===== src/hdl/rvdec_pkg.sv =====
// ----------------------------------------------------------------------------
// rvdec_pkg
// Shared opcodes, function codes, mnemonic and format codes of the decoder.
// ----------------------------------------------------------------------------
`default_nettype none

package rvdec_pkg;

    localparam logic [6:0] OPC_LOAD   = 7'h03;
    localparam logic [6:0] OPC_MISC   = 7'h0F;
    localparam logic [6:0] OPC_IMM    = 7'h13;
    localparam logic [6:0] OPC_AUIPC  = 7'h17;
    localparam logic [6:0] OPC_IMM32  = 7'h1B;
    localparam logic [6:0] OPC_STORE  = 7'h23;
    localparam logic [6:0] OPC_REG    = 7'h33;
    localparam logic [6:0] OPC_LUI    = 7'h37;
    localparam logic [6:0] OPC_REG32  = 7'h3B;
    localparam logic [6:0] OPC_BRANCH = 7'h63;
    localparam logic [6:0] OPC_JALR   = 7'h67;
    localparam logic [6:0] OPC_JAL    = 7'h6F;
    localparam logic [6:0] OPC_SYSTEM = 7'h73;

    localparam logic [6:0] F7_BASE   = 7'h00;
    localparam logic [6:0] F7_MULDIV = 7'h01;
    localparam logic [6:0] F7_ALT    = 7'h20;

    localparam logic [11:0] SYS_ECALL  = 12'h000;
    localparam logic [11:0] SYS_EBREAK = 12'h001;

    typedef enum logic [2:0] {
        FMT_NONE = 3'd0,
        FMT_R    = 3'd1,
        FMT_I    = 3'd2,
        FMT_S    = 3'd3,
        FMT_B    = 3'd4,
        FMT_U    = 3'd5,
        FMT_J    = 3'd6
    } t_fmt;

    typedef enum logic [5:0] {
        MN_UNK = 6'd0, MN_WIDE,
        MN_LUI, MN_AUIPC, MN_JAL, MN_JALR,
        MN_BEQ, MN_BNE, MN_BLT, MN_BGE, MN_BLTU, MN_BGEU,
        MN_LB, MN_LW, MN_LH, MN_LBU, MN_LHU, MN_SB, MN_SW, MN_SH,
        MN_ADDI, MN_SLTI, MN_SLTIU, MN_XORI, MN_ORI, MN_ANDI,
        MN_SLLI, MN_SRLI, MN_SRAI,
        MN_ADD, MN_SUB, MN_SLL, MN_SLT, MN_SLTU, MN_XOR, MN_SRL, MN_SRA,
        MN_OR, MN_AND,
        MN_FENCE, MN_FENCE_I, MN_ECALL, MN_EBREAK,
        MN_CSRRW, MN_CSRRS, MN_CSRRC, MN_CSRRWI, MN_CSRRSI, MN_CSRRCI,
        MN_MUL, MN_MULH, MN_MULHSU, MN_MULHU, MN_DIV, MN_DIVU, MN_REM, MN_REMU
    } t_mnem;

endpackage

`default_nettype wire


===== src/hdl/rvdec_mnem.sv =====
// ----------------------------------------------------------------------------
// rvdec_mnem
// Maps opcode, funct3, funct7 and the system field to a mnemonic code.
// ----------------------------------------------------------------------------
`default_nettype none

module rvdec_mnem (
    input  wire logic [31:0]      i_word,
    output rvdec_pkg::t_mnem      o_mnem
);

    logic [6:0]  opc;
    logic [2:0]  f3;
    logic [6:0]  f7;
    logic [11:0] top12;

    assign opc   = i_word[6:0];
    assign f3    = i_word[14:12];
    assign f7    = i_word[31:25];
    assign top12 = i_word[31:20];

    always_comb begin
        o_mnem = rvdec_pkg::MN_UNK;
        case (opc)
            rvdec_pkg::OPC_LOAD: begin
                case (f3)
                    3'd0: o_mnem = rvdec_pkg::MN_LB;
                    3'd1: o_mnem = rvdec_pkg::MN_LH;
                    3'd2: o_mnem = rvdec_pkg::MN_LW;
                    3'd3: o_mnem = rvdec_pkg::MN_WIDE;
                    3'd4: o_mnem = rvdec_pkg::MN_LBU;
                    3'd5: o_mnem = rvdec_pkg::MN_LHU;
                    3'd6: o_mnem = rvdec_pkg::MN_WIDE;
                    default: o_mnem = rvdec_pkg::MN_UNK;
                endcase
            end
            rvdec_pkg::OPC_STORE: begin
                case (f3)
                    3'd0: o_mnem = rvdec_pkg::MN_SB;
                    3'd1: o_mnem = rvdec_pkg::MN_SH;
                    3'd2: o_mnem = rvdec_pkg::MN_SW;
                    3'd3: o_mnem = rvdec_pkg::MN_WIDE;
                    default: o_mnem = rvdec_pkg::MN_UNK;
                endcase
            end
            rvdec_pkg::OPC_BRANCH: begin
                case (f3)
                    3'd0: o_mnem = rvdec_pkg::MN_BEQ;
                    3'd1: o_mnem = rvdec_pkg::MN_BNE;
                    3'd4: o_mnem = rvdec_pkg::MN_BLT;
                    3'd5: o_mnem = rvdec_pkg::MN_BGE;
                    3'd6: o_mnem = rvdec_pkg::MN_BLTU;
                    3'd7: o_mnem = rvdec_pkg::MN_BGEU;
                    default: o_mnem = rvdec_pkg::MN_UNK;
                endcase
            end
            rvdec_pkg::OPC_MISC: begin
                case (f3)
                    3'd0: o_mnem = rvdec_pkg::MN_FENCE;
                    3'd1: o_mnem = rvdec_pkg::MN_FENCE_I;
                    default: o_mnem = rvdec_pkg::MN_UNK;
                endcase
            end
            rvdec_pkg::OPC_JALR: begin
                if (f3 == 3'd0) begin
                    o_mnem = rvdec_pkg::MN_JALR;
                end
            end
            rvdec_pkg::OPC_AUIPC: o_mnem = rvdec_pkg::MN_AUIPC;
            rvdec_pkg::OPC_LUI:   o_mnem = rvdec_pkg::MN_LUI;
            rvdec_pkg::OPC_JAL:   o_mnem = rvdec_pkg::MN_JAL;
            rvdec_pkg::OPC_SYSTEM: begin
                case (f3)
                    3'd0: begin
                        if (top12 == rvdec_pkg::SYS_ECALL) begin
                            o_mnem = rvdec_pkg::MN_ECALL;
                        end else if (top12 == rvdec_pkg::SYS_EBREAK) begin
                            o_mnem = rvdec_pkg::MN_EBREAK;
                        end
                    end
                    3'd1: o_mnem = rvdec_pkg::MN_CSRRW;
                    3'd2: o_mnem = rvdec_pkg::MN_CSRRS;
                    3'd3: o_mnem = rvdec_pkg::MN_CSRRC;
                    3'd5: o_mnem = rvdec_pkg::MN_CSRRWI;
                    3'd6: o_mnem = rvdec_pkg::MN_CSRRSI;
                    3'd7: o_mnem = rvdec_pkg::MN_CSRRCI;
                    default: o_mnem = rvdec_pkg::MN_UNK;
                endcase
            end
            rvdec_pkg::OPC_IMM: begin
                case (f3)
                    3'd0: o_mnem = rvdec_pkg::MN_ADDI;
                    3'd1: begin
                        if (f7 == rvdec_pkg::F7_BASE) begin
                            o_mnem = rvdec_pkg::MN_SLLI;
                        end
                    end
                    3'd2: o_mnem = rvdec_pkg::MN_SLTI;
                    3'd3: o_mnem = rvdec_pkg::MN_SLTIU;
                    3'd4: o_mnem = rvdec_pkg::MN_XORI;
                    3'd5: begin
                        if (f7 == rvdec_pkg::F7_BASE) begin
                            o_mnem = rvdec_pkg::MN_SRLI;
                        end else if (f7 == rvdec_pkg::F7_ALT) begin
                            o_mnem = rvdec_pkg::MN_SRAI;
                        end
                    end
                    3'd6: o_mnem = rvdec_pkg::MN_ORI;
                    default: o_mnem = rvdec_pkg::MN_ANDI;
                endcase
            end
            rvdec_pkg::OPC_IMM32: begin
                case (f3)
                    3'd0: o_mnem = rvdec_pkg::MN_WIDE;
                    3'd1: begin
                        if (f7 == rvdec_pkg::F7_BASE) begin
                            o_mnem = rvdec_pkg::MN_WIDE;
                        end
                    end
                    3'd5: begin
                        if (f7 == rvdec_pkg::F7_BASE || f7 == rvdec_pkg::F7_ALT) begin
                            o_mnem = rvdec_pkg::MN_WIDE;
                        end
                    end
                    default: o_mnem = rvdec_pkg::MN_UNK;
                endcase
            end
            rvdec_pkg::OPC_REG: begin
                if (f7 == rvdec_pkg::F7_BASE) begin
                    case (f3)
                        3'd0: o_mnem = rvdec_pkg::MN_ADD;
                        3'd1: o_mnem = rvdec_pkg::MN_SLL;
                        3'd2: o_mnem = rvdec_pkg::MN_SLT;
                        3'd3: o_mnem = rvdec_pkg::MN_SLTU;
                        3'd4: o_mnem = rvdec_pkg::MN_XOR;
                        3'd5: o_mnem = rvdec_pkg::MN_SRL;
                        3'd6: o_mnem = rvdec_pkg::MN_OR;
                        default: o_mnem = rvdec_pkg::MN_AND;
                    endcase
                end else if (f7 == rvdec_pkg::F7_MULDIV) begin
                    case (f3)
                        3'd0: o_mnem = rvdec_pkg::MN_MUL;
                        3'd1: o_mnem = rvdec_pkg::MN_MULH;
                        3'd2: o_mnem = rvdec_pkg::MN_MULHSU;
                        3'd3: o_mnem = rvdec_pkg::MN_MULHU;
                        3'd4: o_mnem = rvdec_pkg::MN_DIV;
                        3'd5: o_mnem = rvdec_pkg::MN_DIVU;
                        3'd6: o_mnem = rvdec_pkg::MN_REM;
                        default: o_mnem = rvdec_pkg::MN_REMU;
                    endcase
                end else if (f7 == rvdec_pkg::F7_ALT) begin
                    case (f3)
                        3'd0: o_mnem = rvdec_pkg::MN_SUB;
                        3'd5: o_mnem = rvdec_pkg::MN_SRA;
                        default: o_mnem = rvdec_pkg::MN_UNK;
                    endcase
                end
            end
            rvdec_pkg::OPC_REG32: begin
                case (f3)
                    3'd0, 3'd5: begin
                        if (f7 == rvdec_pkg::F7_BASE || f7 == rvdec_pkg::F7_ALT) begin
                            o_mnem = rvdec_pkg::MN_WIDE;
                        end
                    end
                    3'd1: begin
                        if (f7 == rvdec_pkg::F7_BASE) begin
                            o_mnem = rvdec_pkg::MN_WIDE;
                        end
                    end
                    default: o_mnem = rvdec_pkg::MN_UNK;
                endcase
            end
            default: o_mnem = rvdec_pkg::MN_UNK;
        endcase
    end

endmodule

`default_nettype wire


===== src/hdl/rvdec_imm.sv =====
// ----------------------------------------------------------------------------
// rvdec_imm
// Finds the format class from the opcode and assembles its immediate.
// ----------------------------------------------------------------------------
`default_nettype none

module rvdec_imm (
    input  wire logic [31:0]      i_word,
    output rvdec_pkg::t_fmt       o_fmt,
    output logic signed [31:0]    o_imm
);

    logic s;

    assign s = i_word[31];

    always_comb begin
        case (i_word[6:0])
            rvdec_pkg::OPC_LOAD, rvdec_pkg::OPC_MISC, rvdec_pkg::OPC_IMM,
            rvdec_pkg::OPC_IMM32, rvdec_pkg::OPC_JALR, rvdec_pkg::OPC_SYSTEM:
                o_fmt = rvdec_pkg::FMT_I;
            rvdec_pkg::OPC_AUIPC, rvdec_pkg::OPC_LUI:
                o_fmt = rvdec_pkg::FMT_U;
            rvdec_pkg::OPC_STORE:
                o_fmt = rvdec_pkg::FMT_S;
            rvdec_pkg::OPC_REG, rvdec_pkg::OPC_REG32:
                o_fmt = rvdec_pkg::FMT_R;
            rvdec_pkg::OPC_BRANCH:
                o_fmt = rvdec_pkg::FMT_B;
            rvdec_pkg::OPC_JAL:
                o_fmt = rvdec_pkg::FMT_J;
            default:
                o_fmt = rvdec_pkg::FMT_NONE;
        endcase
    end

    // Register-register and unrecognized opcodes carry no immediate.
    always_comb begin
        case (o_fmt)
            rvdec_pkg::FMT_I: o_imm = {{21{s}}, i_word[30:20]};
            rvdec_pkg::FMT_S: o_imm = {{21{s}}, i_word[30:25], i_word[11:7]};
            rvdec_pkg::FMT_B: o_imm = {{20{s}}, i_word[7], i_word[30:25], i_word[11:8], 1'b0};
            rvdec_pkg::FMT_U: o_imm = {i_word[31:12], 12'h000};
            rvdec_pkg::FMT_J: o_imm = {{12{s}}, i_word[19:12], i_word[20], i_word[30:21], 1'b0};
            default:          o_imm = 32'sd0;
        endcase
    end

endmodule

`default_nettype wire


===== src/hdl/rv32im_instruction_decoder.sv =====
// An accepted word goes to the instruction register, then its decode to the result register.
// Throughput: one request per cycle, limited only by the output stall.
// The decode is one pass of shallow logic between the input and result registers.
// Reset clears both valid flags; the block accepts requests the cycle after reset.
// ----------------------------------------------------------------------------
// rv32im_instruction_decoder
// Two-stage RV32IM decoder: instruction register, decode logic, result register.
// ----------------------------------------------------------------------------
`default_nettype none

module rv32im_instruction_decoder (
    input  wire logic               i_clk,
    input  wire logic               i_rst_n,

    // Request channel: one raw instruction word per request.
    input  wire logic               i_in_valid,
    output logic                    o_in_stall,
    input  wire logic [31:0]        i_instruction_word,

    // Result channel.
    output logic                    o_out_valid,
    input  wire logic               i_out_stall,
    output logic [5:0]              o_mnemonic_code,
    output logic [2:0]              o_format_class,
    output logic [4:0]              o_dest_reg,
    output logic [4:0]              o_src1_reg,
    output logic [4:0]              o_src2_reg,
    output logic signed [31:0]      o_immediate
);

    // Stage one holds the incoming word; stage two holds the decoded result.
    logic                r_in_valid;
    logic [31:0]         r_word;
    logic                r_out_valid;
    rvdec_pkg::t_mnem    r_mnem;
    rvdec_pkg::t_fmt     r_fmt;
    logic [4:0]          r_rd;
    logic [4:0]          r_rs1;
    logic [4:0]          r_rs2;
    logic signed [31:0]  r_imm;

    logic                n_in_valid;
    logic                n_out_valid;

    rvdec_pkg::t_mnem    dec_mnem;
    rvdec_pkg::t_fmt     dec_fmt;
    logic signed [31:0]  dec_imm;

    // The result register may load when it is empty or its content leaves
    // this cycle. The input register may load when it is empty or its word
    // moves on into the result register, so both stages run every cycle
    // while the downstream side takes results.
    logic out_load;
    logic in_load;

    assign out_load   = !r_out_valid || !i_out_stall;
    assign in_load    = !r_in_valid || out_load;
    assign o_in_stall = !in_load;

    assign n_in_valid  = in_load  ? i_in_valid : r_in_valid;
    assign n_out_valid = out_load ? r_in_valid : r_out_valid;

    rvdec_mnem u_mnem (
        .i_word (r_word),
        .o_mnem (dec_mnem)
    );

    rvdec_imm u_imm (
        .i_word (r_word),
        .o_fmt  (dec_fmt),
        .o_imm  (dec_imm)
    );

    always_ff @(posedge i_clk) begin
        if (!i_rst_n) begin
            r_in_valid  <= 1'b0;
            r_out_valid <= 1'b0;
        end else begin
            r_in_valid  <= n_in_valid;
            r_out_valid <= n_out_valid;
        end
    end

    always_ff @(posedge i_clk) begin
        if (in_load) begin
            r_word <= i_instruction_word;
        end
    end

    // Register fields pass straight through from the raw word.
    always_ff @(posedge i_clk) begin
        if (out_load) begin
            r_mnem <= dec_mnem;
            r_fmt  <= dec_fmt;
            r_rd   <= r_word[11:7];
            r_rs1  <= r_word[19:15];
            r_rs2  <= r_word[24:20];
            r_imm  <= dec_imm;
        end
    end

    assign o_out_valid     = r_out_valid;
    assign o_mnemonic_code = r_mnem;
    assign o_format_class  = r_fmt;
    assign o_dest_reg      = r_rd;
    assign o_src1_reg      = r_rs1;
    assign o_src2_reg      = r_rs2;
    assign o_immediate     = r_imm;

    // The input side only stalls when a held result is blocked downstream.
    a_stall_cause: assert property (@(posedge i_clk) disable iff (!i_rst_n)
        o_in_stall |-> (r_in_valid && r_out_valid && i_out_stall))
        else $error("input stalled without a blocked result");

    // A word in stage one that may advance shows up as a result next cycle.
    a_advance: assert property (@(posedge i_clk) disable iff (!i_rst_n)
        (r_in_valid && out_load) |=> o_out_valid)
        else $error("decoded word lost between stages");

    // A recognized mnemonic always comes with a known format.
    a_mnem_fmt: assert property (@(posedge i_clk) disable iff (!i_rst_n)
        (o_out_valid && r_mnem != rvdec_pkg::MN_UNK) |-> (r_fmt != rvdec_pkg::FMT_NONE))
        else $error("known mnemonic with unknown format");

    // Register-register and unknown formats carry a zero immediate.
    a_imm_zero: assert property (@(posedge i_clk) disable iff (!i_rst_n)
        (o_out_valid && (r_fmt == rvdec_pkg::FMT_R || r_fmt == rvdec_pkg::FMT_NONE))
        |-> (r_imm == 32'sd0))
        else $error("nonzero immediate for a format without one");

endmodule

`default_nettype wire


===== config.mk =====
export PLATFORM = sky130hd
export DESIGN_NAME = rv32im_instruction_decoder
export DESIGN_NICKNAME = d
export VERILOG_FILES = /design/src/hdl/rvdec_pkg.sv /design/src/hdl/rvdec_mnem.sv /design/src/hdl/rvdec_imm.sv /design/src/hdl/rv32im_instruction_decoder.sv
export SDC_FILE = /design/constraint.sdc
export NUM_CORES = 1
export LEC_CHECK = 0
export BUFFER_PORTS_ARGS = -buffer_cell sky130_fd_sc_hd__buf_2
export CELL_PAD_IN_SITES_DETAIL_PLACEMENT = 0
export CELL_PAD_IN_SITES_GLOBAL_PLACEMENT = 2
export CORE_MARGIN = 2
export CORE_UTILIZATION = 33
export CTS_BUF_LIST = sky130_fd_sc_hd__clkbuf_8
export CTS_CLUSTER_SIZE = 8
export DETAILED_ROUTE_END_ITERATION = 7
export GPL_TIMING_DRIVEN = 0
export PLACE_DENSITY = 0.84
export SLEW_MARGIN = 20
export SYNTH_ARGS = -nofsm -noshare
export SYNTH_HDL_FRONTEND = slang
export SYNTH_SLANG_ARGS = --single-unit

===== constraint.sdc =====
create_clock -name i_clk -period 2.3 [get_ports i_clk]
set_clock_uncertainty 0.15 [all_clocks]
set_input_delay 0.115 -clock i_clk [delete_from_list [all_inputs] [get_ports i_clk]]
set_output_delay 0.115 -clock i_clk [all_outputs]
set_load 0.01 [all_outputs]

==> results.toml, run 1 <==
[setup_path]
critical_path.max_fanout = 10
cp_common_cell = "nand2_1"
critPathMaxStageDelay_ns = 0.37
reg2reg_depth = 10
path_buf_inv = 4
crit_chain = "clkbuf_8 > buf_8 > inv_2 > ha_1 > buf_4 > nand2_1 > o22ai_1 > a32o_2 > a2111oi_4 > nand2_1"
crit_type = "reg2reg"
arrival_ns = 2.24
worstSetupStartpointType = "register"
worstPathRequired_ns = 2.28
crit_family = "compound AO/OA/AOI/OAI gates"
crit_slowest_cell = "edfxtp_1"
worstSetupPathDepth = 10
critPathCaptureType = "register"

[placement]
place_hpwl_mm = 8.36
dpl.cell_count = 613
io_buffers = 93
gp_congestion = 0.932
pre_cts_slack_ns = -0.420
dpl-instance-area_um2 = 5010

[logic_synthesis]
ys_seq_area_share_pct = 62.5
ys_warn_count = 0
yosysTopAreaCellShare_pct = 61.6
synth-seq-cells = 90
synthTopCellsByArea = "edfxtp_1 (62%), nand2_1 (2.2%), a21oi_1 (2.1%), a21o_1 (1.8%), nor2_1 (1.8%)"
synthFlopType = "edfxtp_1"
avgSynthCellArea_um2 = 12.4
yosysTopAreaCell = "edfxtp_1"
syn_area_um2 = 4290
syn-num-nets = 388
async_flop_share_pct = 0
synth.most_common_cell = "edfxtp_1"
synthCells = 347
synth-edff-count = 88
ys_types = 62
synth_common_cells = "edfxtp_1 (88), nand2_1 (25), nor2_1 (20), a21oi_1 (18)"

[sta]
finalSetupViolations = 0
drv_slew = 0
layout_setup_ws_ns = 0.0318
finalHoldViolations = 0
slew_headroom_pct = 50.4
max_freq_ghz = 0.441
rsz0062_at_grt = "yes"
period_share_pct = 98.6
finalCriticalPeriod_ns = 2.27
tns_ns = 0
worst_slew_pin_slew_ns = 0.745

[floorplanning]
die_width_um = 118
io_pins = 94
num_rows = 41
initial_core_util_pct = 33.9
die-area_um2 = 13900
core_area_um2 = 12700
die-height_um = 118

[min_path]
min_delay_path_depth = 2
hp-class = "in2reg"

[detailed_routing]
ant_nets = 0
dr.pass1.iters = 5
wire_per_inst_um = 18.1
drc_errors = 0
vias_per_cell = 5.26
wl_mm = 12.1
drt_iter0_drc = 361
vias = 3520

[grt]
gr-usage-all-layers_pct = 17.7
grt_max_degree = 57
antenna_found_initial = 0
grt-ovfl-total = 0
grtUsageMet3_pct = 4.07
gr-usage-met2_pct = 27.5
grt-busiest-layer = "met2"
met1_usage_pct = 23.5
grt_pass1_wl_mm = 18.9
grt_pass1_vias = 3373

[pwr]
sw_frac_of_total_pct = 24.9
p_seq_share_pct = 53.4
p_leak_nw = 2.37
p_sw_uw = 910
combPwrFrac_pct = 12.8
total_power_mw = 3.66
peakVddDrop_v = 0.000302
clkPwrFrac_pct = 33.8
p_int_mw = 2.75
powerDensity_nw_per_um2 = 637

[cells_and_area]
instances_no_fill = 669
register_area_um2 = 2680
final.fill_count = 1190
drive_above_1_share_pct = 31.4
multi_input_area_um2 = 1550
final_cell_area_um2 = 5740
syn2layout_area_growth_pct = 33.8
antenna_cells = 0
layout.nets = 533

[clocking]
root_buffer = "clkbuf_8"
htree_levels = 3
cts-buffers-inserted = 9
cts_sinks = 90
clock_path_buffers = 2
clk_pin_slew_ns = 0.09
clk_latency_ns = 0.38
cts_tree = "done"

[run]
cap_violations = 0

[outcome]
outcome = "finished clean"
## cell type report
type                    instances  area share [%]
clock inverters                 6            1.57
inverters                       5           0.327
clock buffers                  10            2.40
plain buffers                  22            2.88
well taps                     172            3.75
multi-input cells             230            26.9
flip-flops and latches         90            46.8
repair buffers                134            15.4
## worst register-to-register path, stage by stage (launching register included)
cell and delay, ns:
edfxtp_1 0.37, clkbuf_8 0.14, buf_8 0.13, inv_2 0.07, ha_1 0.19, buf_4 0.17, nand2_1 0.12, o22ai_1 0.10
a32o_2 0.29, a2111oi_4 0.21, nand2_1 0.09
## path summary, 6_finish.rpt
kind                    start                  to  slack, ns
setup reg to reg   r_word[13]  o_mnemonic_code[0]       0.03
hold reg to reg    r_word[18]       o_src1_reg[3]       0.31
setup / recovery   r_word[13]  o_mnemonic_code[0]       0.03
hold / removal    i_out_stall          r_word[18]       0.28
## logic make-up after synthesis
kind of cell / synth area share [%]
compound gates: 16.7
xor+xnor: 0.408
fa+ha+maj: 1.46
buf+inv: 3.65
flops: 62.5
simple gates: 15.3
## power groups by stage
stage / Clock, mW / Sequential [mW] / Combinational [mW]
floorplan: 0 / 2.01 / 0.198
finish: 1.24 / 1.95 / 0.468
global placement: 0 / 1.99 / 0.390
global route: 1.34 / 1.96 / 0.504
detailed placement: 0 / 1.99 / 0.393
CTS: 1.27 / 1.95 / 0.456
## stage by stage
stage               util, %  hold slack [ns]
floorplan                 -           0.0639
global placement       39.3            0.145
detailed placement     39.6            0.143
CTS                    44.9            0.261
global route           45.3            0.271
finish                 45.3            0.280
## per-layer routing
| metal | part of all wire, % | up-vias |
|---|---|---|
| li1 | - | 1638 |
| met1 | 44 | 1699 |
| met2 | 47 | 160 |
| met3 | 6.7 | 23 |
| met4 | 2.3 | 0 |
| met5 | 0 | - |
## cell usage in the layout (no fill, tap or decap), types with 3 or more instances in the layout
| master | n |
|---|---|
| o21ai_1 | 14 |
| dlygate4sd3_1 | 36 |
| or3_1 | 3 |
| edfxtp_1 | 88 |
| nand3_1 | 6 |
| nor3b_1 | 5 |
| nor2b_1 | 8 |
| o21ai_0 | 14 |
| inv_1 | 4 |
| buf_2 | 99 |
| buf_4 | 6 |
| a31oi_1 | 3 |
| nand2_1 | 24 |
| a21oi_1 | 18 |
| nor2_1 | 20 |
| and2_1 | 5 |
| o21a_1 | 3 |
| clkbuf_1 | 5 |
| clkbuf_8 | 11 |
| a21o_1 | 10 |
| buf_6 | 6 |
| nor4_1 | 3 |
| nand2b_1 | 6 |
| ha_1 | 5 |
| nor3_1 | 9 |
| a22o_1 | 5 |
| o211ai_1 | 3 |
| o22ai_1 | 5 |
| a22oi_1 | 5 |
| nand4_1 | 3 |
| nand3b_1 | 3 |
## what timing repair did
item | CTS | global route
setup endpoints to repair | 13 | 22
pin swaps | 3 | 6
resized for setup | 14 | 12
endpoints found under the hold margin | 34 | 0
setup buffers | 4 | 0
hold buffers | 36 | 0
Note: power is estimated with default switching activity, not from simulation.
==> run 2: changes to the inputs <==
Settings changed: CELL_PAD_IN_SITES_GLOBAL_PLACEMENT 2 to 1, CORE_UTILIZATION 33 to 40, PLACE_DENSITY 0.84 to 0.85.
==> results.toml, run 2 (synthesized netlist as in run 1, its figures left out) <==
[clocking]
clk_latency_ns = 0.36
cts_sinks = 90
clk_pin_slew_ns = 0.10
htree_levels = 3
clock_path_buffers = 2
cts-buffers-inserted = 9
root_buffer = "clkbuf_8"
cts_tree = "done"

[detailed_routing]
dr.pass1.iters = 5
vias = 3482
ant_nets = 0
vias_per_cell = 5.48
drc_errors = 0
wire_per_inst_um = 17.9
wl_mm = 11.4
drt_iter0_drc = 313

[grt]
grt-ovfl-total = 0
antenna_found_initial = 0
grt_pass1_wl_mm = 17.6
grt_pass1_vias = 3380
grt_max_degree = 57
gr-usage-all-layers_pct = 20.2

[cells_and_area]
multi_input_area_um2 = 1570
instances_no_fill = 635
mostFrequentLayoutCell = "buf_2"
drive_above_1_share_pct = 32.3
syn2layout_area_growth_pct = 33.5
mostFrequentLayoutCells = "buf_2 (99), edfxtp_1 (88), dlygate4sd3_1 (36)"
layout.nets = 535
antenna_cells = 0
register_area_um2 = 2680
final.fill_count = 880

[floorplanning]
core_area_um2 = 10400
die-height_um = 108
die_width_um = 108
die-area_um2 = 11600
initial_core_util_pct = 41.4
io_pins = 94
num_rows = 37

[pwr]
p_leak_nw = 2.38
powerDensity_nw_per_um2 = 635
peakVddDrop_v = 0.000518

[sta]
rsz0062_at_grt = "yes"
slew_headroom_pct = 41.8
period_share_pct = 96.6
finalSetupViolations = 0
finalCriticalPeriod_ns = 2.22
drv_slew = 0
worst_slew_pin_slew_ns = 0.866
tns_ns = 0
finalHoldViolations = 0
max_freq_ghz = 0.450

[outcome]
outcome = "finished clean"

[min_path]
hp-class = "in2reg"

[run]
cap_violations = 0

[placement]
io_buffers = 93
place_hpwl_mm = 7.94
gp_congestion = 0.952
dpl.cell_count = 577

[setup_path]
worstSetupStartpointType = "register"
crit_slowest_cell = "edfxtp_1"
worstPathRequired_ns = 2.26
critical_path.max_fanout = 10
path_buf_inv = 4
crit_type = "reg2reg"
arrival_ns = 2.18
cp_common_cell = "buf_8"
critPathMaxStageDelay_ns = 0.39
crit_chain = "buf_8 > buf_8 > inv_2 > ha_4 > buf_4 > nor2_1 > o21ai_0 > a32o_2 > a2111oi_4 > nand2_1"
critPathCaptureType = "register"
crit_family = "compound AO/OA/AOI/OAI gates"
## run 2: final cells by class
cell class / count / share of cell area [%]
Buffer: 22 / 2.91
Clock buffer: 9 / 2.16
Clock inverter: 7 / 1.75
Inverter: 5 / 0.328
Multi-Input combinational cell: 230 / 27.3
Sequential cell: 90 / 46.9
Tap cell: 136 / 2.97
Timing Repair Buffer: 136 / 15.7
## run 2: where the power goes
group	switching [mW]	internal [mW]	total, mW
clock	0.587	0.622	1.21
combinational	0.259	0.211	0.470
sequential	0.0566	1.90	1.95
total	0.903	2.73	3.63
## run 2: final timing paths
kind / from / to / slack (ns) / cells past startpoint
worst max-delay path: r_word[13] / o_mnemonic_code[0] / 0.08 / 10
worst min-delay path: i_out_stall / r_word[31] / 0.29 / 2
worst max register to register: r_word[13] / o_mnemonic_code[0] / 0.08 / 10
worst min register to register: r_word[17] / o_src1_reg[2] / 0.31 / 0
## run 2: per-layer routing
metal	track usage (%)	up-vias	wire length, µm
li1	-	1650	-
met1	26.5	1635	4890
met2	32.8	170	5430
met3	4.66	27	775
met4	7.51	0	292
met5	0	-	0
## run 2: through the flow
stage / hold WS, ns / worst slack [ns] / util, % / cell area [µm²] / power (mW)
finish: 0.288 / 0.0789 / 55.2 / 5730 / 3.63
floorplan: 0.0639 / 0.0217 / - / 4290 / 2.21
CTS: 0.280 / 0.000108 / 54.5 / 5660 / 3.63
global placement: 0.141 / -0.432 / 47.5 / 4930 / 2.38
global route: 0.296 / -0.0193 / 55.2 / 5730 / 3.77
detailed placement: 0.143 / -0.453 / 47.9 / 4970 / 2.38
## run 2: what timing repair did
item | 4_1_cts | 5_1_grt
pin swaps | 1 | 5
resized for setup | 16 | 17
setup endpoints to repair | 14 | 25
hold endpoints to repair | 34 | 0
gates cloned | 0 | 0
hold buffers | 36 | 0
buffers inserted | 4 | 2
## run 2: worst reg2reg max path: stages (launching register included)
cell and delay [ns]:
edfxtp_1 0.39, buf_8 0.14, buf_8 0.11, inv_2 0.07, ha_4 0.16, buf_4 0.16, nor2_1 0.10, o21ai_0 0.09
a32o_2 0.30, a2111oi_4 0.20, nand2_1 0.09
==> run 3: changes to the inputs <==
Settings changed: CORE_MARGIN 2 to 3.
==> results.toml, run 3 (synthesized netlist as in run 1, its figures left out) <==
[sta]
rsz0062_at_grt = "yes"
layout_setup_ws_ns = 0.0648
finalCriticalPeriod_ns = 2.24
finalSetupViolations = 0
holdWs_ns = 0.281
drv_slew = 0
slew_headroom_pct = 52.7
max_freq_ghz = 0.447
worst_slew_pin_slew_ns = 0.710
period_share_pct = 97.2
finalHoldViolations = 0

[cells_and_area]
layout.nets = 541
mostFrequentLayoutCell = "buf_2"
antenna_cells = 0
final_cell_area_um2 = 5770
mostFrequentLayoutCells = "buf_2 (99), edfxtp_1 (88), dlygate4sd3_1 (36)"
drive_above_1_share_pct = 33.3
syn2layout_area_growth_pct = 34.5

[min_path]
hp-class = "in2reg"
hp-start = "i_instruction_word[6]"
min_delay_worst_endpoint = "r_word[6]"
min_delay_path_depth = 2

[floorplanning]
io_pins = 94
die_width_um = 110
initial_core_util_pct = 41.4
die-area_um2 = 12000
num_rows = 37
die-height_um = 110
core_area_um2 = 10400

[outcome]
outcome = "finished clean"

[grt]
grt_max_degree = 57
gr-usage-all-layers_pct = 19.7
met1_usage_pct = 26.5
grt-busiest-layer = "met2"
gr-usage-met2_pct = 31.3
grt_pass1_vias = 3297
antenna_found_initial = 0
grt_pass1_wl_mm = 17.6
grtUsageMet3_pct = 4.11
grt-ovfl-total = 0

[setup_path]
worstPathRequired_ns = 2.27
r2r_start = "r_word[14]"
cp-startpoint = "r_word[14]"
critPathCaptureType = "register"
r2r_end = "o_mnemonic_code[0]"
worstSetupStartpointType = "register"
critical_path.max_fanout = 10
rrSetupSlack_ns = 0.06
arrival_ns = 2.21
reg2reg_depth = 6
crit_type = "reg2reg"

[pwr]
p_leak_nw = 2.41
powerDensity_nw_per_um2 = 628
peakVddDrop_v = 0.000320
clkPwrFrac_pct = 32.9
p_seq_share_pct = 53.9
p_int_mw = 2.72
combPwrFrac_pct = 13.2
total_power_mw = 3.62
p_sw_uw = 899
sw_frac_of_total_pct = 24.8

[detailed_routing]
dr.pass1.iters = 6
wl_mm = 11.7
drt_iter0_drc = 410
vias_per_cell = 5.56
ant_nets = 0
drc_errors = 0
wire_per_inst_um = 18.3
vias = 3564

[clocking]
clock_path_buffers = 2
clk_pin_slew_ns = 0.09
clk_latency_ns = 0.38
cts_tree = "done"
cts-buffers-inserted = 9
root_buffer = "clkbuf_8"
htree_levels = 3
cts_sinks = 90

[placement]
place_hpwl_mm = 8.16
gp_congestion = 0.939
io_buffers = 93
pre_cts_slack_ns = -0.504
dpl-instance-area_um2 = 4970

[run]
cap_violations = 0
run 3: cell type report:
| class | instances | area, µm² |
|---|---|---|
| clock buffers | 9 | 124 |
| fillers | 881 | 4600 |
| repair buffers | 143 | 955 |
| flip-flops and latches | 90 | 2680 |
| well taps | 136 | 170 |
| plain buffers | 21 | 151 |
| multi-input cells | 230 | 1570 |
| clock inverters | 7 | 93.8 |
| inverters | 5 | 21.3 |
run 3: critical path, stage by stage (launching register included):
cell	delay [ns]
edfxtp_1	0.43
buf_6	0.17
nor2_1	0.43
o21ai_1	0.18
a32o_2	0.32
a2111oi_4	0.21
nand2_1	0.08
run 3: power groups by stage:
| stage | registers (mW) | clock network, mW | logic (mW) |
|---|---|---|---|
| 2_1_floorplan | 2.01 | 0 | 0.198 |
| 3_3_place_gp | 1.99 | 0 | 0.386 |
| 3_5_place_dp | 1.99 | 0 | 0.388 |
| 4_1_cts | 1.95 | 1.22 | 0.451 |
| 5_1_grt | 1.96 | 1.28 | 0.516 |
| 6_report | 1.95 | 1.19 | 0.478 |
run 3: how the worst max path moves through the flow:
stage	endpoint	slack, ns	cells after the start
2_1_floorplan	o_mnemonic_code[0]	0.02	10
3_3_place_gp	o_mnemonic_code[0]	-0.51	10
3_5_place_dp	o_mnemonic_code[0]	-0.50	10
4_1_cts	o_immediate[25]	0.01	6
5_1_grt	o_mnemonic_code[2]	-0.01	6
6_report	o_mnemonic_code[0]	0.06	6
run 3: layer usage:
layer | wire, µm | part of all wire [%] | vias up
met1 | 5110 | 44 | 1706
met5 | 0 | 0 | -
met3 | 834 | 7.1 | 27
li1 | - | - | 1658
met2 | 5520 | 47 | 173
met4 | 267 | 2.3 | 0
run 3: repair_timing:
action | CTS | global route
hold endpoints to repair | 34 | 0
buffers inserted | 4 | 9
setup endpoints to repair | 13 | 22
hold buffers | 36 | 0
gates resized for setup | 18 | 18
pin swaps | 2 | 10
cloned | 0 | 0
run 3: stage by stage:
stage | instances | util (%) | setup TNS (ns)
after global routing | 641 | 55.6 | -0.0258
after CTS | 633 | 54.5 | 0
after detailed placement | 577 | 47.9 | -1.33
after floorplan | 347 | - | 0
final | 641 | 55.6 | 0
after global placement | 576 | 47.5 | -17.22
